## config.mk

```make
export PLATFORM = sky130hd
export DESIGN_NAME = qrs_sqrt_cell
export DESIGN_NICKNAME = d
export VERILOG_FILES = /design/src/hw/rtl/qrs_sqrt_cell.sv
export SDC_FILE = /design/constraint.sdc
export NUM_CORES = 1
export LEC_CHECK = 0
export BUFFER_PORTS_ARGS = -buffer_cell sky130_fd_sc_hd__buf_4
export CAP_MARGIN = 15
export CELL_PAD_IN_SITES_DETAIL_PLACEMENT = 0
export CELL_PAD_IN_SITES_GLOBAL_PLACEMENT = 1
export CORE_ASPECT_RATIO = 0.5
export CORE_MARGIN = 2
export CORE_UTILIZATION = 30
export DETAILED_ROUTE_END_ITERATION = 12
export GPL_TIMING_DRIVEN = 0
export PLACE_DENSITY_LB_ADDON = 0.1
export SLEW_MARGIN = 15
export SYNTH_ARGS = -nofsm -noshare
export SYNTH_HDL_FRONTEND = slang
export SYNTH_SLANG_ARGS = --single-unit
```

## constraint.sdc

```tcl
create_clock -name clk -period 5.3 [get_ports clk]
set_input_delay 0.53 -clock clk [delete_from_list [all_inputs] [get_ports clk]]
set_output_delay 0.53 -clock clk [all_outputs]
set_load 0.1 [all_outputs]
```

## src/hw/rtl/qrs_sqrt_cell.sv

```systemverilog
// One cell of the square root chain: settles one root bit per cell.
`default_nettype none
module qrs_sqrt_cell #(
  parameter int RW = 25,
  parameter int XW = 50,
  parameter int PW = 8
) (
  input  wire logic          clk,
  input  wire logic          rst,
  input  wire logic          en,
  input  wire logic          in_vld,
  input  wire logic [XW-1:0] in_x,
  input  wire logic [RW+1:0] in_r,
  input  wire logic [RW-1:0] in_q,
  input  wire logic [PW-1:0] in_p,
  output logic               out_vld,
  output logic [XW-1:0]      out_x,
  output logic [RW+1:0]      out_r,
  output logic [RW-1:0]      out_q,
  output logic [PW-1:0]      out_p
);
  logic [RW+3:0] trial;
  logic [RW+3:0] sub;
  logic          take;

  always_comb begin
    trial = {in_r, in_x[XW-1:XW-2]};
    sub   = (RW+4)'({in_q, 2'b01});
    take  = trial >= sub;
  end

  always_ff @(posedge clk) begin
    if (rst) begin
      out_vld <= 1'b0;
    end else if (en) begin
      out_vld <= in_vld;
    end
  end

  always_ff @(posedge clk) begin
    if (en) begin
      out_x <= in_x << 2;
      out_r <= take ? (RW+2)'(trial - sub) : (RW+2)'(trial);
      out_q <= {in_q[RW-2:0], take};
      out_p <= in_p;
    end
  end
endmodule
`default_nettype wire

```

=== Yosys cells after proc, flatten, opt, wreduce, memory -nomap -nowiden ===
Index checks and enable logic that the tools add are counted.

* Memories kept: 0
* Output and inout bits: 111
* Input bits: 114
* Logic and storage cells: 8
* Bits in writable memories: 0
* Bits in latches: 0
* Memory bits (read-only): 0
* Register bits after elaboration: 109

* Mux-type cells: 1
* Order comparisons: 1
* Shift operators: 0
* Div/mod/pow operators: 0
* Add/subtract/negate cells: 1
* Eq/ne operators: 0
* Multiply operators: 0
* Bitwise gates (word level): 0
* Reductions and logical operators: 0

{| class="wikitable"
|+ Operators with widths
! kind !! count
|-
| >= comparator 29 x 27 -> 1 bit || 1
|-
| 2-to-1 mux 27 bit || 1
|-
| subtractor 27 bit || 1
|}

=== Longest topological paths before layout ===
* Word-level depth: 2
* Mapped depth: 13
* Gate-level depth less buffers: 10

=== Worst setup path before layout ===
Ideal clock, no wire load.

* Path type: input to register
* Start: input port in_q[14]
* End: register out_r[10], data pin
* Data arrival time: 2.996 ns
* Required time: 5.040 ns
* Stages: 12
* Path slack: 2.043 ns
* Path through: inv_1 ha_1 and3_4 and2_4 a221oi_2 o31ai_1 a41oi_2 o221ai_2 a2111o_1 buf_6 buf_12 mux2_4

* Longest elaborated chain between the ends: 2

{| class="wikitable"
|+ Ends and longest elaborated chain
! element !! RTL line !! source
|-
| start: declaration || 14 || <nowiki>input wire logic [RW-1:0] in_q,</nowiki>
|-
| >= comparator 29 x 27 -> 1 bit || 29 || <nowiki>take = trial >= sub;</nowiki>
|-
| 2-to-1 mux 27 bit || 43 || <nowiki>out_r <= take ? (RW+2)'(trial - sub) : (RW+2)'(trial);</nowiki>
|-
| end signal: assignment || 43 ||
|-
| end: declaration || 18 || <nowiki>output logic [RW+1:0] out_r,</nowiki>
|}

Every way passes these cells.
A chain may end at the register's enable or synchronous reset.

=== Final worst setup path ===
* Start: input port in_q[5]
* End: register out_r[18], data pin

* Longest elaborated chain between the ends: 2
* Elaborated cells between the ends (all ways): 3

{| class="wikitable"
|+ Ends and longest elaborated chain
! element !! RTL line
|-
| subtractor 27 bit or >= comparator 29 x 27 -> 1 bit (tied branches) || 43, 29
|-
| 2-to-1 mux 27 bit (*) || 43
|}

Every way passes the cells marked *; elsewhere a longest branch is shown, timed or not.

==> metrics.csv <==
metric,value,unit
"Hold-fix buffers, CTS",0,
Post-CTS Resized,0,
final worst-path cycle share,0.657,
Max-slew headroom,0.318,
postcts setup bufs,0,
Max Slew Vio Count,0,
Routed WL,13400,µm
gpl congestion,0.728,
post-DR vias/cell,4.37,
max-cap check violation count,0,
# setup viols final,0,
Tightest Pin Transition,1.02,ns
Worst setup SP type,input port,
synth top area cells,"edfxtp_1 (62%), ha_1 (6.4%), mux2_4 (4.0%), inv_1 (3.0%), xnor2_1 (3.0%)",
register area share after synthesis,0.622,
HPWL Detailed,10200,µm
drt initial violations,155,
clk_lat worst skew,0.35,ns
Synth cell types,55,
Die Y,97.5,µm
"Async S/R FF share, synth",0,
core area,17300,µm²
cts bufs inserted,9,
final net count,751,
Hold Crit Class,input port to flop,
top-area cell type share of the netlist area,0.618,
die width,191,µm
Post-synth EDFFs,108,
Critical Path Fanout Max,10,
prevailing post-synth register cell,edfxtp_1,
register area,3260,µm²
fin cells,848,
"most common cell after layout, fill and taps aside",buf_4,
CTS Root Cell,clkbuf_16,
initial antenna violation count,0,
most frequent cells in the layout,"buf_4 (223), edfxtp_1 (108), inv_1 (42)",
"FF+latch count, synth",109,
"Arr. time, crit path",3.58,ns
H-tree depth,3,
unrepaired setup endpoints after global routing,no,
Mean Syn Cell Area,14.0,µm²
min Tclk post-route,3.48,ns
clock-pin slew reported for the worst setup and hold paths after clock tree synthesis,0.08,ns
clk sinks,109,
IO Count,225,
first-pass GRT wire length,20000,µm
Leakage,3.32,nW
Port Buf Inserts,222,
Congestion Overflow GR,0,
run status,completed,
slowest cell on the critical path,o31ai_1,
Yosys top cell by area,edfxtp_1,
Setup Skew,0,ns
endpoint class of the critical path,flop,
layout cells sized above 1,0.456,
vias in the first global route,3646,
CTS tree,yes,
area of the multi-input gates,1730,µm²
VDD IR max,0.000231,V
fmax,287,MHz
critical path required time,5.40,ns
# diodes,0,
Die Area,18600,µm²
Pwr Total,2.84,mW
setup TNS,0,ns
Post-Syn Area,5250,µm²
power density over the cells,379,nW/µm²
Post-Syn Instances,376,
GRT Total Usage,0.140,
Syn-to-layout area delta,42.8,%
TritonRoute pass-1 iters,4,
Fillers,1694,
Post-route DRC,0,
DR WL/cell,15.8,µm
largest net degree at the start of global routing,110,
"slowest stage delay, CP",0.52,ns
initial core utilization,0.304,
Worst Setup Path Type,input port to flop,
CP cell instances,buf_4 > inv_1 > ha_1 > clkbuf_1 > nand2_1 > o21ai_0 > a21oi_2 > o31ai_1 > a41oi_2 > o221ai_2 > a2111o_1 > buf_6 > buf_12 > mux2_4,
Site Rows,34,
routed vias,3705,
Final Hold Viols,0,
placed cell count,833,
Max Buffers Root-to-Sink,2,
Synth Warn #,0,
DRT antenna net count,0,
==> power breakdown <==
part           internal (mW)  total, mW  switching (mW)
logic                  0.288       1.11           0.821
clock network          0.326      0.656           0.330
registers               1.05       1.08          0.0237
==> synth_stat cells (2+ instances only) <==
| library cell | count |
|---|---|
| edfxtp_1 | 108 |
| ha_1 | 27 |
| xnor2_1 | 18 |
| o21a_1 | 3 |
| o21ai_0 | 9 |
| nand2_1 | 14 |
| inv_1 | 42 |
| a21o_1 | 6 |
| nand3_1 | 3 |
| and2_4 | 2 |
| xor2_1 | 7 |
| nor3_1 | 2 |
| mux2i_1 | 5 |
| o221ai_1 | 4 |
| o21bai_1 | 5 |
| mux2_4 | 14 |
| a21oi_2 | 3 |
| buf_2 | 3 |
| a211oi_1 | 3 |
| nand4_1 | 9 |
| nor2_1 | 15 |
| buf_12 | 2 |
| clkbuf_1 | 5 |
| a21oi_1 | 23 |
| buf_4 | 2 |
| mux2_2 | 8 |
| a31oi_1 | 3 |
| a211o_1 | 2 |
| nand2b_1 | 2 |
| o31ai_1 | 2 |
==> state kept, by name, summed over array words and instances, names as in the netlist <==
register  cells
out_r        27
out_x        48
out_q        25
out_vld       1
out_p         8
==> path summary, 6_finish.rpt <==
| kind | start | slack (ns) | cells past startpoint | to |
|---|---|---|---|---|
| worst max-delay path | in_q[5] | 1.82 | 14 | out_r[18]$_DFFE_PP_ |
| worst min-delay path | rst | 0.33 | 2 | out_vld$_SDFFE_PP0P_ |
| worst max register to register | out_vld$_SDFFE_PP0P_ | 4.72 | 2 | out_vld$_SDFFE_PP0P_ |
| worst min register to register | out_vld$_SDFFE_PP0P_ | 0.50 | 2 | out_vld$_SDFFE_PP0P_ |
==> stage by stage <==
step	util	hold WS (ns)	area, µm²	setup slack [ns]
6_report	0.434	0.325	7500	1.82
5_1_grt	0.434	0.306	7500	1.57
4_1_cts	0.434	0.309	7500	1.83
3_5_place_dp	0.418	0.491	7220	1.47
3_3_place_gp	0.418	0.479	7210	1.44
2_1_floorplan	-	0.602	5250	2.04
==> worst max-delay path: cells and delay by family <==
family | cells | cell delay, ns
buffers and inverters | 5 | 0.74
and+or+nand+nor | 1 | 0.14
muxes | 1 | 0.31
AOI/OAI and AO/OA | 6 | 1.59
adders and majority gates | 1 | 0.26
==> routing by layer <==
| metal | part of all wire | vias to the layer above | GRT usage |
|---|---|---|---|
| met3 | 0.067 | 7 | 0.0516 |
| met4 | 0.0051 | 0 | 0.0231 |
| met2 | 0.45 | 113 | 0.221 |
| met5 | 0 | - | 0 |
| met1 | 0.48 | 1723 | 0.186 |
| li1 | - | 1862 | - |
==> area by class of cell <==
cell class,count,area share
multi-input cells,213,0.231
flip-flops and latches,109,0.435
repair buffers,222,0.223
inverters,42,0.0210
well taps,234,0.0390
clock buffers,9,0.0300
clock inverters,6,0.00751
plain buffers,13,0.0133
==> kinds of logic (layout without fill, tap and decap cells) <==
kind of cell / after synthesis / in the layout / share of synthesized area
AO/OA/AOI/OAI: 76 / 76 / 0.101
XOR/XNOR: 25 / 25 / 0.0417
adder cells (fa/ha/maj): 27 / 27 / 0.0643
buffers and inverters: 55 / 292 / 0.0491
flip-flops: 109 / 109 / 0.622
multiplexers: 27 / 27 / 0.0667
other: 1 / 2 / 0.000714
AND/OR/NAND/NOR: 56 / 56 / 0.0553
(Power assumes the default switching activity.)
