`src/hw/rtl/qrs_div_cell.sv`:
```
// One cell of a restoring divider chain: settles one quotient bit per cell.
`default_nettype none
module qrs_div_cell #(
  parameter int NW = 35,
  parameter int VW = 17,
  parameter int PW = 1
) (
  input  wire logic          clk,
  input  wire logic          rst,
  input  wire logic          en,
  input  wire logic          in_vld,
  input  wire logic [NW-1:0] in_n,
  input  wire logic [VW-1:0] in_rem,
  input  wire logic [NW-1:0] in_q,
  input  wire logic [VW-1:0] in_dv,
  input  wire logic [PW-1:0] in_p,
  output logic               out_vld,
  output logic [NW-1:0]      out_n,
  output logic [VW-1:0]      out_rem,
  output logic [NW-1:0]      out_q,
  output logic [VW-1:0]      out_dv,
  output logic [PW-1:0]      out_p
);
  logic [VW:0] trial;
  logic        take;

  always_comb begin
    trial = {in_rem, in_n[NW-1]};
    take  = trial >= {1'b0, in_dv};
  end

  always_ff @(posedge clk) begin
    if (rst) begin
      out_vld <= 1'b0;
    end else if (en) begin
      out_vld <= in_vld;
    end
  end

  always_ff @(posedge clk) begin
    if (en) begin
      out_n   <= in_n << 1;
      out_rem <= take ? VW'(trial - {1'b0, in_dv}) : VW'(trial);
      out_q   <= {in_q[NW-2:0], take};
      out_dv  <= in_dv;
      out_p   <= in_p;
    end
  end
endmodule
`default_nettype wire

```
`config.mk`:
```
export PLATFORM = sky130hd
export DESIGN_NAME = qrs_div_cell
export DESIGN_NICKNAME = d
export VERILOG_FILES = /design/src/hw/rtl/qrs_div_cell.sv
export SDC_FILE = /design/constraint.sdc
export NUM_CORES = 1
export LEC_CHECK = 0
export BUFFER_PORTS_ARGS = -buffer_cell sky130_fd_sc_hd__buf_2
export CORE_MARGIN = 2
export CORE_UTILIZATION = 49
export CTS_CLUSTER_DIAMETER = 50
export CTS_CLUSTER_SIZE = 25
export DETAILED_ROUTE_END_ITERATION = 7
export GPL_ROUTABILITY_DRIVEN = 0
export GPL_TIMING_DRIVEN = 0
export PLACE_DENSITY = 0.95
export SYNTH_ARGS = -nofsm -noshare
export SYNTH_HDL_FRONTEND = slang
export SYNTH_SLANG_ARGS = --single-unit
```
`constraint.sdc`:
```
create_clock -name clk -period 7.08 [get_ports clk]
set_input_delay 1.062 -clock clk [delete_from_list [all_inputs] [get_ports clk]]
set_output_delay 1.062 -clock clk [all_outputs]
set_load 0.03 [all_outputs]
```
# [Yosys cells after proc, flatten, opt, wreduce, memory -nomap -nowiden]
# Index checks and enable logic that the tools add are counted.
[word_totals] ff_bits=105 latchBits=0 ram_bits=0 mem_bits_ro=0 output_inout_bits=106 elab_cells=9 memories=0
[op_classes] n_addsub=1 multipliers=0 div=0 magnitude_cmp=1 eq_ne=0 shift=0 mux=1 bitwise=0 n_reduce_logical=0
[op_table] op="greater-or-equal comparator 18 x 17 -> 1 bit" count=1
[op_table] op="2-to-1 mux 17 bit" count=1
[op_table] op="subtractor 17 bit" count=1

# [Longest topological paths before layout]
# Gate-level depths: netlist of run 1.
[logic_depth] depth_word=2 ltp_mapped=11

# [Worst setup path after synthesis of run 1]
# OpenSTA, ideal clock, no wires.
[synth_path] path_type="input port to flip-flop" startpoint="input port in_n[34]" endpoint="register out_rem[10], data pin" t_arrival_ns=2.823 required_time_ns=6.814 slack_ns=3.990 cell_stages=10 path_buffers=1 path_cell_list="inv_1 ha_1 inv_1 fa_1 a21oi_1 or3_4 a2111oi_4 nor3_2 clkbuf_1 o21ai_1"
[synth_via] elab_chain_len=2
[synth_lines] element="start: declaration" line_no="12" text="input wire logic [NW-1:0] in_n,"
[synth_lines] element="subtractor 17 bit / greater-or-equal comparator 18 x 17 -> 1 bit (equally long branches)" line_no="43, 29"
[synth_lines] element="2-to-1 mux 17 bit *" line_no="43" text="out_rem <= take ? VW'(trial - {1'b0, in_dv}) : VW'(trial);"
[synth_lines] element="end signal: assignment" line_no="43"
[synth_lines] element="end: declaration" line_no="19" text="output logic [VW-1:0] out_rem,"
# Every way passes the cells marked *; elsewhere a longest branch is shown, timed or not.
# A chain may end at the register's enable or synchronous reset.

# [Worst setup path in the final report of run 1]
[layout_path] startpoint="input port in_n[34]" endpoint="register out_rem[12], data pin"
# The elaborated chain is that of the path after synthesis.

==> results.txt, run 1 <==
Vias in the first global route - 3,117
Min-delay worst type - register to register
Layout cells sized above 1 - 48.1%
DR WL/cell - 17.9 um
Final setup viols - 0
Synth Cell Area - 4270 sq um
Largest net degree at the start of global routing - 78
Initial Util - 49.7%
DRC viols - 0
Crit path largest cell delay - 490 ps
Startpoint types - primary input
Drt via density - 5.11
Max-cap violation count - 0
Highest Clock Rate - 0.298 GHz
Fin crit share - 47.3%
Syn-to-layout area delta - 33.1%
Clock Skew - 0 ps
Reg area - 3140 sq um
Final slew viol count - 0
Slew HR - 63.6%
Met1 global-route usage - 26.8%
Cell Pwr Density - 253 nW/um^2
Routed Antenna Nets - 0
GR Util met2 - 39.6%
ANT cells - 0
Fin nets - 625
Total Power - 1.44 mW
Post CTS Setup Buffer Count - 0
Post-synth EDFFs - 104
Clock Sinks - 105
Fillers - 631
CTS max path bufs - 2
Syn. warnings - 0
Avg Inst Size Synth - 15.6 sq um
Critical Path End Type - register
RSZ-0062 raised after global routing - false
Multi-input gate area - 1020 sq um
# port buffers - 212
Total gr overflow - 0
Die height - 97.4 um
Top Family by Delay on Critical Path - buffers and inverters
Boundary Pins - 215
Final hold viol count - 0
Iter 0 DRT Violations - 167
First-pass GRT wire length - 16,500 um
Max IR drop VDD - 0.115 mV
Critical Path Fanout Max - 10
Vias - 3,124
Mapped Nets - 401
Seq/Total Area, Yosys - 73.5%
CP Buf/Inv Count - 4
Initial antenna violation count - 0
Num CTS Buffers - 9
Top FF cell, synth - edfxtp_1
Outcome - finished clean
Ys async rst share - 0%
CP required - 7180 ps
CP cell instances - buf_2 -> inv_1 -> ha_1 -> inv_1 -> fa_1 -> a21oi_1 -> or3_4 -> a2111oi_4 -> nor3_2 -> clkbuf_1 -> o21ai_1
Worst Min Path Start - out_vld
Crit Path Class - primary input to register
Crit path top cell by count - inv_1
Worst-path clk slew - 110 ps
Root Buffer - clkbuf_8
Worst Tran Pin Value - 547 ps
CTS Hold Bufs - 0
Post-Syn Instances - 274
GRT Total Usage - 22.7%
H-tree depth - 3
Total wire length - 10,900 um
Leakage power - 2.52 nW
Grt met3 use - 6.26%
Fin crit period - 3350 ps
Pre-antenna DRT Iters - 4
TritonCTS clock tree - built
Die width - 97.4 um
Die ar. - 9490 sq um
Core ar. - 8590 sq um
# resized after CTS - 0
FF-to-FF Start - out_vld
Worst EP arrival - 3450 ps
Synth Register Bits - 105
Slowest cell on crit path - clkbuf_1
Hpwl dp - 8640 um
Clk Latency, worst-skew pair - 360 ps
Distinct cells, synth - 46
Setup TNS - 0 ps
Rows - 34
CP startpoint - in_n[34]
Most Crowded Layer GR - met2
-- cell type report --
class                   instances  share of cell area, %
flip-flops and latches        105                   55.2
repair buffers                213                   19.2
multi-input cells             142                   17.9
well taps                     108                   2.37
clock buffers                  10                   2.24
inverters                      23                   1.52
clock inverters                 6                   1.10
plain buffers                   4                  0.484
-- metal layers --
metal | vias to the layer above | part of all wire (%)
met5 | - | 0
met4 | 0 | 2.6
met3 | 21 | 7.0
met2 | 150 | 52
met1 | 1479 | 38
li1 | 1474 | -
-- Yosys cell counts (2+ instances only) --
cell,number,area share [%]
mux2i_1,2,0.47
inv_1,23,2.0
nor3_1,4,0.47
nand3_1,2,0.23
a211oi_1,3,0.53
edfxtp_1,104,73
o31ai_1,2,0.35
o21a_1,2,0.35
or3_1,3,0.44
o21ai_0,8,0.94
o31ai_2,2,0.59
a21o_1,6,1.1
nor2b_1,2,0.29
nand2_1,23,2.0
o21ai_1,12,1.4
a21boi_0,2,0.35
nor2_1,7,0.61
xor2_1,5,1.0
a21oi_1,13,1.5
ha_1,17,5.0
nand2b_1,3,0.44
xnor2_1,5,1.0
-- sequential cells by signal (all words and copies together), names as in the netlist --
register / flops
out_rem: 17
out_q: 35
out_n: 34
out_dv: 17
out_p: 1
out_vld: 1
-- cell families after synthesis --
logic type	synth area share, %
multiplexers	0.732
adder cells (fa/ha/maj)	5.44
other	0.0877
XOR/XNOR	2.05
AO/OA/AOI/OAI	9.60
buffers and inverters	2.66
AND/OR/NAND/NOR	5.88
flip-flops	73.5
-- power by group --
part | switching [mW] | total, mW | internal [mW]
Clock | 0.218 | 0.355 | 0.137
Sequential | 0.0138 | 0.762 | 0.748
Combinational | 0.219 | 0.320 | 0.101
Total | 0.451 | 1.44 | 0.987
-- worst min-delay path, delay by kind of cell, from the launching register on --
kind | cells | cell delay, ps
flip-flops | 1 | 340
multiplexers | 1 | 60
AND/OR/NAND/NOR | 1 | 90
-- cells in the final DEF, fill, tap and decap left out, types with 5 or more instances in the layout --
cell      count
inv_1        23
ha_1         17
edfxtp_1    104
nand2_1      23
xnor2_1       5
nor2_1        7
xor2_1        5
o21ai_1      12
a21oi_1      13
a21o_1        6
buf_2       212
o21ai_0       8
clkbuf_8      9
-- per-stage QoR --
step | cell area (sq um) | hold slack (ps) | setup WS (ps) | util (%) | cells
after floorplan | 4270 | 630 | 3990 | - | 274
after global placement | 5470 | 474 | 3370 | 63.7 | 594
after detailed placement | 5500 | 499 | 3340 | 64.0 | 595
after CTS | 5690 | 533 | 3740 | 66.2 | 611
after global routing | 5690 | 587 | 3490 | 66.2 | 611
final | 5690 | 523 | 3730 | 66.2 | 611
-- path summary, 6_finish.rpt --
| path | end | slack [ps] | cells past startpoint |
|---|---|---|---|
| max | out_rem[12] | 3730 | 11 |
| min | out_vld | 520 | 2 |
| max reg2reg | out_vld | 6480 | 2 |
| min reg2reg | out_vld | 520 | 2 |
Note: power is estimated with default switching activity, not from simulation.
==> run 2, diff against run 1 <==
--- a/config.mk
+++ b/config.mk
@@ -7,13 +7,13 @@
 export LEC_CHECK = 0
 export BUFFER_PORTS_ARGS = -buffer_cell sky130_fd_sc_hd__buf_2
 export CORE_MARGIN = 2
-export CORE_UTILIZATION = 49
+export CORE_UTILIZATION = 46
 export CTS_CLUSTER_DIAMETER = 50
 export CTS_CLUSTER_SIZE = 25
 export DETAILED_ROUTE_END_ITERATION = 7
 export GPL_ROUTABILITY_DRIVEN = 0
 export GPL_TIMING_DRIVEN = 0
-export PLACE_DENSITY = 0.95
+export PLACE_DENSITY = 0.91
 export SYNTH_ARGS = -nofsm -noshare
 export SYNTH_HDL_FRONTEND = slang
 export SYNTH_SLANG_ARGS = --single-unit
==> constraint.sdc (replaced) <==
create_clock -name clk -period 3.41 [get_ports clk]
set_input_delay 0.5115 -clock clk [delete_from_list [all_inputs] [get_ports clk]]
set_output_delay 0.5115 -clock clk [all_outputs]
set_load 0.03 [all_outputs]
==> results.txt, run 2 (same netlist as run 1, synthesis figures left out) <==
H-tree depth - 3
Top Family by Delay on Critical Path - buffers and inverters
Pre-antenna DRT Iters - 4
Hpwl dp - 8900 um
Critical Path Fanout Max - 10
Clk Latency, worst-skew pair - 350 ps
Area after DPL - 5500 sq um
Max-cap violation count - 0
Clock Skew - 0 ps
Final slew viol count - 0
CP Buf/Inv Count - 4
Fin nets - 625
Sequential power share - 53.2%
Setup TNS - 0 ps
Crit path largest cell delay - 470 ps
Post-Layout Cell Count - 614
Num CTS Buffers - 9
Vias - 3,128
Fin crit period - 2810 ps
Initial Util - 46.9%
Initial antenna violation count - 0
Leakage power - 2.52 nW
Pre-CTS setup slack - 169 ps
Critical Path End Type - register
Clock Sinks - 105
Max IR drop VDD - 0.292 mV
DRC viols - 0
CTS Hold Bufs - 0
Gate power share - 22.5%
ANT cells - 0
Slew HR - 65.1%
TritonCTS clock tree - built
Core ar. - 9110 sq um
Die ar. - 10,100 sq um
Fin crit share - 82.3%
Layout cells sized above 1 - 48.1%
Iter 0 DRT Violations - 142
Int Pwr - 2.05 mW
Part of the power in the clock network - 24.4%
Fin area - 5690 sq um
Most frequent cells in the layout - buf_2 (212), edfxtp_1 (104), inv_1 (23), nand2_1 (23), ha_1 (17)
Total gr overflow - 0
# port buffers - 212
Psw - 0.927 mW
Syn-to-layout area delta - 33.2%
Die width - 100 um
# resized after CTS - 0
Cell Pwr Density - 523 nW/um^2
Drt via density - 5.09
Top flop regs - out_q (35), out_n (34)
CTS max path bufs - 2
RSZ-0062 raised after global routing - false
Max reg flops - 35
Outcome - finished clean
Most common cell after layout, fill and taps aside - buf_2
Die height - 100 um
Worst-path clk slew - 100 ps
Crit path top cell by count - inv_1
Worst EP arrival - 2900 ps
Startpoint types - primary input
Post CTS Setup Buffer Count - 0
Worst Tran Pin Value - 524 ps
Total Power - 2.98 mW
Rows - 35
DP Cell Count - 598
Final worst slack - 604 ps
First-pass GRT wire length - 16,200 um
Slowest cell on crit path - clkbuf_1
CP cell instances - buf_2 -> inv_1 -> ha_1 -> inv_1 -> fa_1 -> a21oi_1 -> or3_4 -> a2111oi_4 -> nor3_2 -> clkbuf_1 -> o21ai_1
CP required - 3510 ps
Min-delay worst type - primary input to register
Total wire length - 11,300 um
Largest net degree at the start of global routing - 69
Reg with most FFs - out_q
Fillers - 695
Routed Antenna Nets - 0
Boundary Pins - 215
GRT Total Usage - 21.6%
Highest Clock Rate - 0.356 GHz
Vias in the first global route - 3,181
Final setup viols - 0
DR WL/cell - 18.4 um
Final hold viol count - 0
Crit Path Class - primary input to register
Root Buffer - clkbuf_8
Sw Ratio - 31.2%
run 2: cell counts in the layout (fill, tap and decap cells not counted):
No cell type changed its count.
run 2: final timing paths:
check	start	end	slack [ps]	cells after the start
hold / removal	rst	out_vld	310	2
hold reg to reg	out_vld	out_vld	570	2
setup / recovery	in_n[34]	out_rem[10]	600	11
setup reg to reg	out_vld	out_vld	2780	2
run 2: layout make-up:
class                      instances  area [sq um]  area share (%)
tap                              111           139            2.44
clock inverter                     6          62.6            1.10
buffer                             4          27.5           0.483
clock buffer                      10           128            2.24
inverter                          23          86.3            1.52
timing repair buffer             213          1090            19.2
sequential                       105          3140            55.2
multi-input combinational        142          1020            17.9
run 2: power by group through the flow:
stage	clock network, mW	registers (mW)	logic (mW)
final	0.725	1.58	0.668
after global routing	0.784	1.59	0.712
after CTS	0.740	1.58	0.670
after detailed placement	0	1.61	0.668
after global placement	0	1.61	0.646
after floorplan	0	1.86	0.172
run 2: worst reg2reg max path, stage by stage (launching register included):
cell,delay [ps]
dfxtp_1,330
mux2i_1,140
nor2_1,60
run 2: routing by layer:
layer / up-vias / GRT usage, % / wire [um]
li1: 1479 / - / -
met1: 1467 / 21.5 / 3800
met2: 157 / 41.7 / 6200
met3: 25 / 7.24 / 993
met4: 0 / 6.85 / 286
met5: - / 0 / 0
run 2: through the flow:
step / hold slack [ps] / utilization, %
6_report: 307 / 62.5
5_1_grt: 285 / 62.5
4_1_cts: 297 / 62.5
3_5_place_dp: 555 / 60.4
3_3_place_gp: 475 / 60.1
2_1_floorplan: 584 / -
==> run 3, diff against run 2 <==
--- a/config.mk
+++ b/config.mk
@@ -7,13 +7,13 @@
 export LEC_CHECK = 0
 export BUFFER_PORTS_ARGS = -buffer_cell sky130_fd_sc_hd__buf_2
 export CORE_MARGIN = 2
-export CORE_UTILIZATION = 46
+export CORE_UTILIZATION = 41
 export CTS_CLUSTER_DIAMETER = 50
 export CTS_CLUSTER_SIZE = 25
 export DETAILED_ROUTE_END_ITERATION = 7
 export GPL_ROUTABILITY_DRIVEN = 0
 export GPL_TIMING_DRIVEN = 0
-export PLACE_DENSITY = 0.91
+export PLACE_DENSITY = 0.86
 export SYNTH_ARGS = -nofsm -noshare
 export SYNTH_HDL_FRONTEND = slang
 export SYNTH_SLANG_ARGS = --single-unit
==> constraint.sdc (replaced) <==
create_clock -name clk -period 2.4 [get_ports clk]
set_input_delay 0.36 -clock clk [delete_from_list [all_inputs] [get_ports clk]]
set_output_delay 0.36 -clock clk [all_outputs]
set_load 0.03 [all_outputs]
==> results.txt, run 3 (same netlist as run 1, synthesis figures left out) <==
Crit Path Class - primary input to register
Vias in the first global route - 3,160
RR Endpoint - out_vld
Total wire length - 11,200 um
Multi-input gate area - 1030 sq um
Reg area - 3140 sq um
Die width - 106 um
Leakage power - 2.53 nW
Largest net degree at the start of global routing - 72
Final hold viol count - 0
Setup crit end - out_rem[13]
Cell depth of the worst flop-to-flop path - 2
ANT cells - 0
Layout cells sized above 1 - 48.5%
Slowest cell on crit path - or3_4
Most common cell after layout, fill and taps aside - buf_2
Reg-to-reg setup timing slack - 1790 ps
Clock Skew - 0 ps
Die height - 106 um
Clock Sinks - 105
Max-cap violation count - 0
Highest Clock Rate - 0.448 GHz
Max IR drop VDD - 0.310 mV
Max reg flops - 35
Top flop regs - out_q (35), out_n (34)
Final core utilization - 56.1%
Boundary Pins - 215
Worst-path clk slew - 100 ps
Vias - 3,116
Final slew viol count - 0
Fin crit share - 93.0%
Root Buffer - clkbuf_8
Startpoint types - primary input
Die ar. - 11,300 sq um
Core ar. - 10,200 sq um
CTS max path bufs - 2
Worst EP arrival - 2360 ps
Pre-antenna DRT Iters - 4
Fin crit period - 2230 ps
Initial antenna violation count - 0
Pre-CTS setup slack - -706 ps
Most frequent cells in the layout - buf_2 (211), edfxtp_1 (104), inv_1 (23), nand2_1 (23), ha_1 (17)
Total gr overflow - 0
Num CTS Buffers - 9
Syn-to-layout area delta - 34.3%
# port buffers - 212
Rows - 37
Final setup viols - 0
Clk Latency, worst-skew pair - 360 ps
Iter 0 DRT Violations - 175
Drt via density - 4.88
FF-to-FF Start - out_vld
Setup TNS - 0 ps
DR WL/cell - 17.5 um
Hpwl dp - 8730 um
Critical Path Fanout Max - 10
GRT Total Usage - 19.7%
CP required - 2520 ps
Routed Antenna Nets - 0
RSZ-0062 raised after global routing - false
Fillers - 850
Critical Path End Type - register
CP cell instances - buf_2 -> inv_1 -> ha_1 -> nand3_2 -> or3_4 -> a2111oi_4 -> nor3_4 -> clkbuf_4 -> nand2_1 -> o31ai_2
H-tree depth - 3
Outcome - finished clean
Fin nets - 625
Final worst slack - 167 ps
CTS Hold Bufs - 0
CP startpoint - in_dv[5]
Reg with most FFs - out_q
Cell Pwr Density - 739 nW/um^2
TritonCTS clock tree - built
DRC viols - 0
Crit path largest cell delay - 440 ps
Min-delay worst type - primary input to register
First-pass GRT wire length - 16,500 um
Initial Util - 41.8%
## run 3: cell types whose count changed in the layout (fill, tap and decap cells not counted)
cell and delta:
nor3_2 -1, clkbuf_1 -1, buf_2 -1, a21oi_1 -1, a21oi_2 +1, clkbuf_4 +2, nor3_4 +1
## run 3: how the worst min path moves through the flow
stage	cells past startpoint	to	start	slack, ps
4_1_cts	2	out_vld	rst	120
3_3_place_gp	2	out_vld	out_vld	470
3_5_place_dp	2	out_vld	out_vld	510
6_report	2	out_vld	rst	140
2_1_floorplan	1	out_vld	rst	430
5_1_grt	2	out_vld	rst	120
## run 3: layout make-up
| cell class | instances | share of cell area (%) |
|---|---|---|
| clock buffer | 10 | 2.22 |
| timing repair buffer | 213 | 19.0 |
| clock inverter | 6 | 1.09 |
| buffer | 4 | 0.588 |
| multi-input combinational | 142 | 17.9 |
| inverter | 23 | 1.50 |
| tap | 136 | 2.96 |
| sequential | 105 | 54.7 |
## run 3: critical path, delay by kind of cell
family | cells | cell delay (ps)
buffers and inverters | 3 | 370
AO/OA/AOI/OAI | 2 | 440
adder cells (fa/ha/maj) | 1 | 380
AND/OR/NAND/NOR | 4 | 810
## run 3: report_power, final
group | internal, mW | switching (mW) | total [mW]
sequential | 2.21 | 0.0393 | 2.25
combinational | 0.303 | 0.650 | 0.953
clock | 0.404 | 0.638 | 1.04
## run 3: per-stage QoR
step | cell area (sq um) | hold slack [ps] | power (mW) | instances
3_3_place_gp | 5510 | 474 | 3.21 | 622
3_5_place_dp | 5540 | 513 | 3.24 | 623
6_report | 5740 | 142 | 4.24 | 639
4_1_cts | 5740 | 122 | 4.28 | 639
2_1_floorplan | 4270 | 432 | 2.88 | 274
5_1_grt | 5740 | 119 | 4.42 | 639
## run 3: layer usage
| layer | up-vias | share of wire (%) | global-route usage (%) |
|---|---|---|---|
| li1 | 1473 | - | - |
| met1 | 1511 | 37 | 21.1 |
| met2 | 122 | 54 | 36.6 |
| met3 | 10 | 7.6 | 6.13 |
| met4 | 0 | 1.6 | 6.11 |
| met5 | - | 0 | 0 |
## run 3: timing repair
item / 4_1_cts / 5_1_grt
endpoints found under the setup margin: 17 / 17
setup buffers: 0 / 0
cloned: 0 / 0
resized for setup: 3 / 2
pin swaps: 0 / 1
